File: config.mk
export PLATFORM = sky130hd
export DESIGN_NAME = morse_keying_encoder
export DESIGN_NICKNAME = d
export VERILOG_FILES = /design/src/hdl/mke_pkg.sv /design/src/hdl/morse_keying_encoder.sv
export SDC_FILE = /design/constraint.sdc
export NUM_CORES = 1
export LEC_CHECK = 0
export BUFFER_PORTS_ARGS = -buffer_cell sky130_fd_sc_hd__buf_2
export CAP_MARGIN = 30
export CORE_ASPECT_RATIO = 0.75
export CORE_MARGIN = 1
export CORE_UTILIZATION = 54
export DETAILED_ROUTE_END_ITERATION = 16
export GPL_ROUTABILITY_DRIVEN = 0
export PLACE_DENSITY = 0.81
export SLEW_MARGIN = 15
export SYNTH_ARGS = -nofsm -noshare
export SYNTH_HDL_FRONTEND = slang
export SYNTH_SLANG_ARGS = --single-unit
File: constraint.sdc
create_clock -name clk -period 2.8 [get_ports clk]
set_clock_uncertainty 0.2 [all_clocks]
set_input_delay 0.56 -clock clk [delete_from_list [all_inputs] [get_ports clk]]
set_output_delay 0.56 -clock clk [all_outputs]
set_load 0.01 [all_outputs]
File: src/hdl/mke_pkg.sv
// ----------------------------------------------------------------------------
// mke_pkg: Morse keying encoder definitions
// Sign table, segment and jump codes, and the microcode store of the
// sequencer that steps through one character.
// ----------------------------------------------------------------------------
`default_nettype none

package mke_pkg;

    localparam int CharW  = 8;
    localparam int UnitW  = 6;
    localparam int SymW   = 6;
    localparam int SymCntW = 3;
    localparam int CfgIdxW = 3;
    localparam int PcW    = 3;

    typedef logic [PcW-1:0]   pc_t;
    typedef logic [UnitW-1:0] units_t;

    // Register indexes of the configuration port
    localparam logic [CfgIdxW-1:0] CFG_DASH      = 3'd0;
    localparam logic [CfgIdxW-1:0] CFG_SYM_GAP   = 3'd1;
    localparam logic [CfgIdxW-1:0] CFG_CHAR_GAP  = 3'd2;
    localparam logic [CfgIdxW-1:0] CFG_WORD_GAP  = 3'd3;

    localparam units_t DASH_RST     = 6'd3;
    localparam units_t SYM_GAP_RST  = 6'd1;
    localparam units_t CHAR_GAP_RST = 6'd2;
    localparam units_t WORD_GAP_RST = 6'd10;
    localparam units_t DOT_UNITS    = 6'd1;

    // Microprogram addresses
    localparam pc_t PC_WAIT   = 3'd0;
    localparam pc_t PC_DECODE = 3'd1;
    localparam pc_t PC_CHECK  = 3'd2;
    localparam pc_t PC_CGAP   = 3'd3;
    localparam pc_t PC_MARK   = 3'd4;
    localparam pc_t PC_SGAP   = 3'd5;
    localparam pc_t PC_DONE   = 3'd6;
    localparam pc_t PC_SPACE  = 3'd7;

    typedef enum logic [2:0] {
        SEG_NONE,
        SEG_WORD,
        SEG_CHAR,
        SEG_MARK,
        SEG_SYM
    } seg_t;

    typedef enum logic [2:0] {
        JC_ALWAYS,
        JC_NEVER,
        JC_NO_INPUT,
        JC_SPACE,
        JC_UNKNOWN,
        JC_MORE
    } jc_t;

    typedef enum logic [1:0] {
        FL_NONE,
        FL_SPACE,
        FL_CHAR
    } flag_t;

    typedef struct packed {
        logic  take;
        logic  load;
        logic  shift;
        seg_t  seg;
        flag_t flag;
        jc_t   jc;
        pc_t   target;
    } ctrl_t;

    // Symbols are left aligned: the first one sits in the top bit, 1 is a dash
    typedef struct packed {
        logic                 known;
        logic [SymCntW-1:0]   cnt;
        logic [SymW-1:0]      bits;
    } sign_t;

    function automatic ctrl_t ucode(input pc_t pc);
        ctrl_t w;
        w = '{take: 1'b0, load: 1'b0, shift: 1'b0, seg: SEG_NONE, flag: FL_NONE,
              jc: JC_NEVER, target: PC_WAIT};
        unique case (pc)
            PC_WAIT:   begin w.take = 1'b1; w.jc = JC_NO_INPUT; end
            PC_DECODE: begin w.load = 1'b1; w.jc = JC_SPACE; w.target = PC_SPACE; end
            PC_CHECK:  begin w.jc = JC_UNKNOWN; end
            PC_CGAP:   begin w.seg = SEG_CHAR; end
            PC_MARK:   begin w.seg = SEG_MARK; end
            PC_SGAP:   begin
                w.seg = SEG_SYM; w.shift = 1'b1; w.jc = JC_MORE; w.target = PC_MARK;
            end
            PC_DONE:   begin w.flag = FL_CHAR; w.jc = JC_ALWAYS; end
            PC_SPACE:  begin w.seg = SEG_WORD; w.flag = FL_SPACE; w.jc = JC_ALWAYS; end
            default:   begin w.jc = JC_ALWAYS; end
        endcase
        return w;
    endfunction

    function automatic logic is_space(input logic [CharW-1:0] c);
        return (c == 8'd32) || (c >= 8'd9 && c <= 8'd13);
    endfunction

    function automatic units_t at_least_one(input units_t v);
        return (v == '0) ? DOT_UNITS : v;
    endfunction

    function automatic sign_t lookup(input logic [CharW-1:0] c_in);
        logic [CharW-1:0] c;
        sign_t s;
        c = c_in;
        if (c >= "a" && c <= "z")
            c = c - 8'd32;
        s = '{known: 1'b1, cnt: 3'd0, bits: 6'b000000};
        unique case (c)
            "A": s = '{1'b1, 3'd2, 6'b010000};
            "B": s = '{1'b1, 3'd4, 6'b100000};
            "C": s = '{1'b1, 3'd4, 6'b101000};
            "D": s = '{1'b1, 3'd3, 6'b100000};
            "E": s = '{1'b1, 3'd1, 6'b000000};
            "F": s = '{1'b1, 3'd4, 6'b001000};
            "G": s = '{1'b1, 3'd3, 6'b110000};
            "H": s = '{1'b1, 3'd4, 6'b000000};
            "I": s = '{1'b1, 3'd2, 6'b000000};
            "J": s = '{1'b1, 3'd4, 6'b011100};
            "K": s = '{1'b1, 3'd3, 6'b101000};
            "L": s = '{1'b1, 3'd4, 6'b010000};
            "M": s = '{1'b1, 3'd2, 6'b110000};
            "N": s = '{1'b1, 3'd2, 6'b100000};
            "O": s = '{1'b1, 3'd3, 6'b111000};
            "P": s = '{1'b1, 3'd4, 6'b011000};
            "Q": s = '{1'b1, 3'd4, 6'b110100};
            "R": s = '{1'b1, 3'd3, 6'b010000};
            "S": s = '{1'b1, 3'd3, 6'b000000};
            "T": s = '{1'b1, 3'd1, 6'b100000};
            "U": s = '{1'b1, 3'd3, 6'b001000};
            "V": s = '{1'b1, 3'd4, 6'b000100};
            "W": s = '{1'b1, 3'd3, 6'b011000};
            "X": s = '{1'b1, 3'd4, 6'b100100};
            "Y": s = '{1'b1, 3'd4, 6'b101100};
            "Z": s = '{1'b1, 3'd4, 6'b110000};
            "0": s = '{1'b1, 3'd5, 6'b111110};
            "1": s = '{1'b1, 3'd5, 6'b011110};
            "2": s = '{1'b1, 3'd5, 6'b001110};
            "3": s = '{1'b1, 3'd5, 6'b000110};
            "4": s = '{1'b1, 3'd5, 6'b000010};
            "5": s = '{1'b1, 3'd5, 6'b000000};
            "6": s = '{1'b1, 3'd5, 6'b100000};
            "7": s = '{1'b1, 3'd5, 6'b110000};
            "8": s = '{1'b1, 3'd5, 6'b111000};
            "9": s = '{1'b1, 3'd5, 6'b111100};
            ".": s = '{1'b1, 3'd6, 6'b010101};
            ",": s = '{1'b1, 3'd6, 6'b110011};
            "?": s = '{1'b1, 3'd6, 6'b001100};
            "!": s = '{1'b1, 3'd6, 6'b101011};
            "/": s = '{1'b1, 3'd5, 6'b100100};
            "-": s = '{1'b1, 3'd6, 6'b100001};
            "=": s = '{1'b1, 3'd5, 6'b100010};
            "+": s = '{1'b1, 3'd5, 6'b010100};
            "@": s = '{1'b1, 3'd6, 6'b011010};
            "(": s = '{1'b1, 3'd5, 6'b101100};
            ")": s = '{1'b1, 3'd6, 6'b101101};
            ":": s = '{1'b1, 3'd6, 6'b111000};
            default: s = '{1'b0, 3'd0, 6'b000000};
        endcase
        return s;
    endfunction

endpackage

`default_nettype wire

File: src/hdl/morse_keying_encoder.sv
// ----------------------------------------------------------------------------
// morse_keying_encoder
// Turns ASCII characters into runs of key-down / key-up segments in dot units.
// ----------------------------------------------------------------------------
// One character is taken at a time. A keyed character passes through a take
// step, two decode steps, one letter-gap step that is spent whether or not a
// gap is due, a mark step and a gap step for each symbol, and a closing step;
// whitespace and unknown characters pass only the take, decode and one final step.
// The order of steps is set by
// the microcode sequencer, which issues at most one segment per cycle into a
// single output register; a stalled output holds the sequencer on the emitting
// step. Lower case folds to upper case, unknown characters yield nothing, and
// a register holding zero keys as one unit.
// ----------------------------------------------------------------------------
`default_nettype none

module morse_keying_encoder
    import mke_pkg::*;
(
    input  wire logic               clk,
    input  wire logic               rst_n,
    input  wire logic               cfg_we,
    input  wire logic [CfgIdxW-1:0] cfg_index,
    input  wire logic [UnitW-1:0]   cfg_data,
    input  wire logic               in_valid,
    output logic                    in_stall,
    input  wire logic [CharW-1:0]   char_code,
    output logic                    out_valid,
    input  wire logic               out_stall,
    output logic                    key_down,
    output logic [UnitW-1:0]        length_units,
    output logic                    last_of_run
);

    units_t dash_reg, sym_gap_reg, char_gap_reg, word_gap_reg;

    pc_t                pc_reg, pc_next;
    logic [CharW-1:0]   char_reg;
    logic [SymCntW-1:0] cnt_reg;
    logic [SymW-1:0]    bits_reg;
    logic               known_reg;
    logic               emitted_reg, space_reg, sep_reg;

    logic               out_valid_reg;
    logic               key_down_reg, last_reg;
    units_t             len_reg;

    ctrl_t  ctrl;
    sign_t  sign;
    logic   word_ok, char_ok, emit_req, out_free, advance, jump;
    logic   seg_down, seg_last;
    units_t seg_len;

    assign ctrl = ucode(pc_reg);
    assign sign = lookup(char_reg);

    assign word_ok  = !space_reg && emitted_reg;
    assign char_ok  = emitted_reg && !sep_reg;
    assign out_free = !out_valid_reg || !out_stall;

    always_comb
    begin
        emit_req = 1'b0;
        seg_down = 1'b0;
        seg_len  = DOT_UNITS;
        seg_last = 1'b0;
        unique case (ctrl.seg)
            SEG_NONE: emit_req = 1'b0;
            SEG_WORD:
            begin
                emit_req = word_ok;
                seg_len  = at_least_one(word_gap_reg);
                seg_last = 1'b1;
            end
            SEG_CHAR:
            begin
                emit_req = char_ok;
                seg_len  = at_least_one(char_gap_reg);
            end
            SEG_MARK:
            begin
                emit_req = 1'b1;
                seg_down = 1'b1;
                seg_len  = bits_reg[SymW-1] ? at_least_one(dash_reg) : DOT_UNITS;
            end
            SEG_SYM:
            begin
                emit_req = 1'b1;
                seg_len  = at_least_one(sym_gap_reg);
                seg_last = (cnt_reg == SymCntW'(1));
            end
            default: emit_req = 1'b0;
        endcase
    end

    // hold the step while its segment cannot be placed
    assign advance = !emit_req || out_free;

    always_comb
    begin
        unique case (ctrl.jc)
            JC_ALWAYS:   jump = 1'b1;
            JC_NEVER:    jump = 1'b0;
            JC_NO_INPUT: jump = !in_valid;
            JC_SPACE:    jump = is_space(char_reg);
            JC_UNKNOWN:  jump = !known_reg;
            JC_MORE:     jump = (cnt_reg > SymCntW'(1));
            default:     jump = 1'b1;
        endcase
        if (!advance)
            pc_next = pc_reg;
        else if (jump)
            pc_next = ctrl.target;
        else
            pc_next = pc_reg + PcW'(1);
    end

    assign in_stall = !ctrl.take;

    always_ff @(posedge clk or negedge rst_n)
    begin
        if (!rst_n)
        begin
            dash_reg     <= DASH_RST;
            sym_gap_reg  <= SYM_GAP_RST;
            char_gap_reg <= CHAR_GAP_RST;
            word_gap_reg <= WORD_GAP_RST;
        end
        else if (cfg_we)
        begin
            unique case (cfg_index)
                CFG_DASH:     dash_reg     <= cfg_data;
                CFG_SYM_GAP:  sym_gap_reg  <= cfg_data;
                CFG_CHAR_GAP: char_gap_reg <= cfg_data;
                CFG_WORD_GAP: word_gap_reg <= cfg_data;
                default:      ;
            endcase
        end
    end

    always_ff @(posedge clk or negedge rst_n)
    begin
        if (!rst_n)
        begin
            pc_reg        <= PC_WAIT;
            emitted_reg   <= 1'b0;
            space_reg     <= 1'b0;
            sep_reg       <= 1'b0;
            out_valid_reg <= 1'b0;
        end
        else
        begin
            pc_reg <= pc_next;
            if (advance && emit_req)
                out_valid_reg <= 1'b1;
            else if (!out_stall)
                out_valid_reg <= 1'b0;
            if (advance)
            begin
                unique case (ctrl.flag)
                    FL_NONE:  ;
                    FL_SPACE:
                    begin
                        if (word_ok)
                            sep_reg <= 1'b1;
                        space_reg <= 1'b1;
                    end
                    FL_CHAR:
                    begin
                        emitted_reg <= 1'b1;
                        sep_reg     <= 1'b0;
                        space_reg   <= 1'b0;
                    end
                    default:  ;
                endcase
            end
        end
    end

    always_ff @(posedge clk)
    begin
        if (ctrl.take && in_valid)
            char_reg <= char_code;
        if (ctrl.load)
        begin
            known_reg <= sign.known;
            cnt_reg   <= sign.cnt;
            bits_reg  <= sign.bits;
        end
        else if (ctrl.shift && advance)
        begin
            cnt_reg  <= cnt_reg - SymCntW'(1);
            bits_reg <= {bits_reg[SymW-2:0], 1'b0};
        end
        if (advance && emit_req)
        begin
            key_down_reg <= seg_down;
            len_reg      <= seg_len;
            last_reg     <= seg_last;
        end
    end

    assign out_valid    = out_valid_reg;
    assign key_down     = key_down_reg;
    assign length_units = len_reg;
    assign last_of_run  = last_reg;

`ifndef SYNTH
    a_len_nonzero: assert property (@(posedge clk) disable iff (!rst_n)
        out_valid |-> length_units != '0)
        else $error("segment of zero length");

    a_mark_not_last: assert property (@(posedge clk) disable iff (!rst_n)
        out_valid && key_down |-> !last_of_run)
        else $error("run ends on key-down");

    a_mark_has_symbol: assert property (@(posedge clk) disable iff (!rst_n)
        pc_reg == PC_MARK |-> cnt_reg != '0)
        else $error("mark step with no symbol left");

    a_take_only_waiting: assert property (@(posedge clk) disable iff (!rst_n)
        in_valid && !in_stall |=> pc_reg == PC_DECODE)
        else $error("accepted character not decoded next");
`endif

endmodule

`default_nettype wire

==> run_results.csv <==
group,metric,value,unit
sta,finalCritPeriodShare,0.970,
die,core_area,0.00641,sq mm
global_route,first_global_vias,2832,
final_layout,drive_gt1_frac,0.247,
routing,vias_per_cell,6.26,
critical_path,crit_arrival,2790,ps
global_route,overflow,0,
place,place_hpwl,6150,um
logic_synthesis,synth_nets,415,
critical_path,cp-start-kind,"flip-flop",
critical_path,critPathTopFamily,"simple AND/OR/NAND/NOR gates",
global_route,grt_max_degree,44,
logic_synthesis,synth-compound-area-share,0.209,
logic_synthesis,synth_top_family_by_area,"compound AO/OA/AOI/OAI gates",
die,die_area,0.00710,sq mm
critical_path,worstPathMaxFanout,8,
die,initial_utilization,0.569,
logic_synthesis,synth_xor_area_frac,0.00720,
logic_synthesis,muxShareOfSynthArea,0.0854,
clock_network,clk_latency,350,ps
sta,tightest_slew,682,ps
logic_synthesis,synth_fa_ha_area_frac,0.0686,
sta,tns,0,ps
sta,hold_violations,0,
clock_network,ctsHoldBuffers,0,
critical_path,crit_type,"flip-flop to flip-flop",
status,outcome,"finished, final reports clean",
final_layout,area_growth,13.3,%
flow_run,cap_viol_max_count,0,
logic_synthesis,synth_edf_count,26,
critical_path,cpPeakStageDelay,650,ps
routing,wire_per_inst,16.8,um
final_layout,nets,454,
logic_synthesis,async_flop_share,0.544,
sta,min_period,2720,ps
critical_path,worst_setup_path_end_kind,"flip-flop",
clock_network,h-tree-depth,3,
logic_synthesis,yosysUniqueCellTypes,59,
final_layout,multi_input_area,0.00190,sq mm
min_path,hold_path.class,"input pin to asynchronous set/reset pin",
clock_network,cts_made_buffers,9,
global_route,track_usage,0.247,
routing,drcViolationCount,0,
routing,wl,8370,um
die,io_pins,32,
clock_network,cts_tree,"built",
critical_path,critPathRequiredTime,2870,ps
clock_network,clk_path_buf_depth,2,
logic_synthesis,ys_warn_count,0,
pwr,power.density,884,mW/mm^2
critical_path,path_buf_inv,1,
critical_path,crit_chain,"inv_1 -> ha_1 -> nor2_1 -> a21o_1 -> a221oi_1 -> or4_1 -> a211o_1 -> o21ai_1",
die,fp.dieH,73.2,um
sta,slew_headroom,0.545,
final_layout,diodes,0,
logic_synthesis,dominantRegCellSynth,"edfxtp_1",
critical_path,slowest_stage,"or4_1",
pwr,ir_worst_vdd,549,uV
global_route,antenna_found_initial,0,
logic_synthesis,ys_ff_latch,57,
clock_network,cts.reportedPaths.clkPinSlew,70,ps
logic_synthesis,syn_area,0.00365,sq mm
die,fp-row-count,25,
sta,setup_viol,0,
final_layout,finish.utilization,0.645,
sta,fin_ws,83.7,ps
routing,drt_pre_antenna_iters,7,
place,portBuffers,31,
clock_network,root_buffer,"clkbuf_8",
final_layout,seqCellArea,0.00156,sq mm
clock_network,clock_sinks,57,
logic_synthesis,synth-simple-area-share,0.150,
final_layout,largest_reg_flops,8,
routing,ant_nets,0,
logic_synthesis,syn_avg_cell_area,9.78,sq um
sta,maxSlewViolCount,0,
sta,rsz0062_at_grt,"no",
logic_synthesis,yosysSeqAreaShare,0.429,
die,die_w,96.9,um
final_layout,num-fill-cells,481,
global_route,grt_pass1_wl,13600,um
logic_synthesis,netlist_instances,373,
routing,vias,3119,
place,preCtsSetupSlack,114,ps
routing,drt_iter0_markers,378,
sta,timing.fmax,0.368,GHz
pwr,p_leak,1.69,nW
logic make-up (layout without fill, tap and decap cells):
group | Yosys count | in the layout
buffers and inverters | 43 | 87
muxes | 28 | 28
DFF | 57 | 57
and+or+nand+nor | 105 | 105
adders and majority gates | 20 | 20
xor gates and xnor gates | 3 | 3
AOI/OAI and AO/OA | 117 | 117
stage by stage:
| step | power [mW] | area [sq um] | std cells | hold slack (ps) |
|---|---|---|---|---|
| 2_1_floorplan | 2.47 | 3650 | 373 | 64.4 |
| 4_1_cts | 3.63 | 4130 | 498 | 65.5 |
| 5_1_grt | 3.88 | 4130 | 498 | 87.0 |
| 3_5_place_dp | 2.92 | 3940 | 482 | 289 |
| 6_report | 3.65 | 4130 | 498 | 44.9 |
| 3_3_place_gp | 2.85 | 3940 | 482 | 279 |
cells in the mapped netlist, types with 4 or more instances:
master    number  area, sq um
nand2_1       29          109
a21oi_1       27          135
edfxtp_1      26          781
dfrtp_1       25          626
mux2_2        25          282
o21ai_0       25          125
nor2_1        21         78.8
ha_1          20          250
inv_1         19         71.3
clkbuf_1      14         52.6
a31oi_1       13         81.3
nand2b_1      10         62.6
nor2b_1        7         43.8
a222oi_1       6         60.1
dfstp_2        6          158
nand3_1        6         30.0
nor3_1         6         30.0
and2_1         5         31.3
or4_1          5         37.5
buf_2          4         20.0
o21ai_1        4         20.0
o21bai_1       4         30.0
o221ai_1       4         35.0
path summary, 6_finish.rpt:
path,slack (ps),start,cells past startpoint,end
setup / recovery,80,pc_reg[0],8,pc_reg[0]
hold / removal,40,rst_n,1,dash_reg[2]
setup reg to reg,80,pc_reg[0],8,pc_reg[0]
hold reg to reg,300,emitted_reg,1,emitted_reg
max in group asynchronous,1910,rst_n,1,word_gap_reg[5]
min in group clk,180,char_code[6],1,char_reg[6]
routing by layer:
layer,wire [um],global-route usage,part of all wire
met1,3850,0.353,0.46
met2,3600,0.362,0.43
met4,155,0.0829,0.019
met5,0,0,0
met3,763,0.0709,0.091
cell usage in the layout, fill, tap and decap left out, types with 4 or more instances in the layout:
cell / count
buf_2: 31
nand2_1: 29
a21oi_1: 27
edfxtp_1: 26
mux2_2: 25
o21ai_0: 25
dfrtp_1: 25
nor2_1: 21
ha_1: 20
inv_1: 19
buf_4: 19
a31oi_1: 13
nand2b_1: 10
clkbuf_8: 9
nor2b_1: 7
nand3_1: 6
nor3_1: 6
a222oi_1: 6
dfstp_2: 6
or4_1: 5
o21bai_1: 4
and2_1: 4
o21ai_1: 4
o221ai_1: 4
where the power goes:
part / switching (mW) / total [mW] / leakage (nW) / internal (mW)
Combinational: 0.924 / 1.57 / 0.996 / 0.644
Clock: 0.341 / 0.712 / 0.0894 / 0.372
Sequential: 0.165 / 1.37 / 0.606 / 1.21
Total: 1.43 / 3.65 / 1.69 / 2.22
what timing repair did:
action                     4_1_cts  5_1_grt
gates resized for setup          0        1
setup endpoints to repair        0        9
buffers inserted                 0        0
area by class of cell:
| class | count | area share |
|---|---|---|
| clock buffers | 10 | 0.0360 |
| clock inverters | 6 | 0.00999 |
| inverters | 21 | 0.0191 |
| multi-input cells | 273 | 0.460 |
| flip-flops and latches | 57 | 0.378 |
| well taps | 81 | 0.0245 |
| repair buffers | 50 | 0.0720 |
Note: power is estimated with default switching activity, not from simulation.
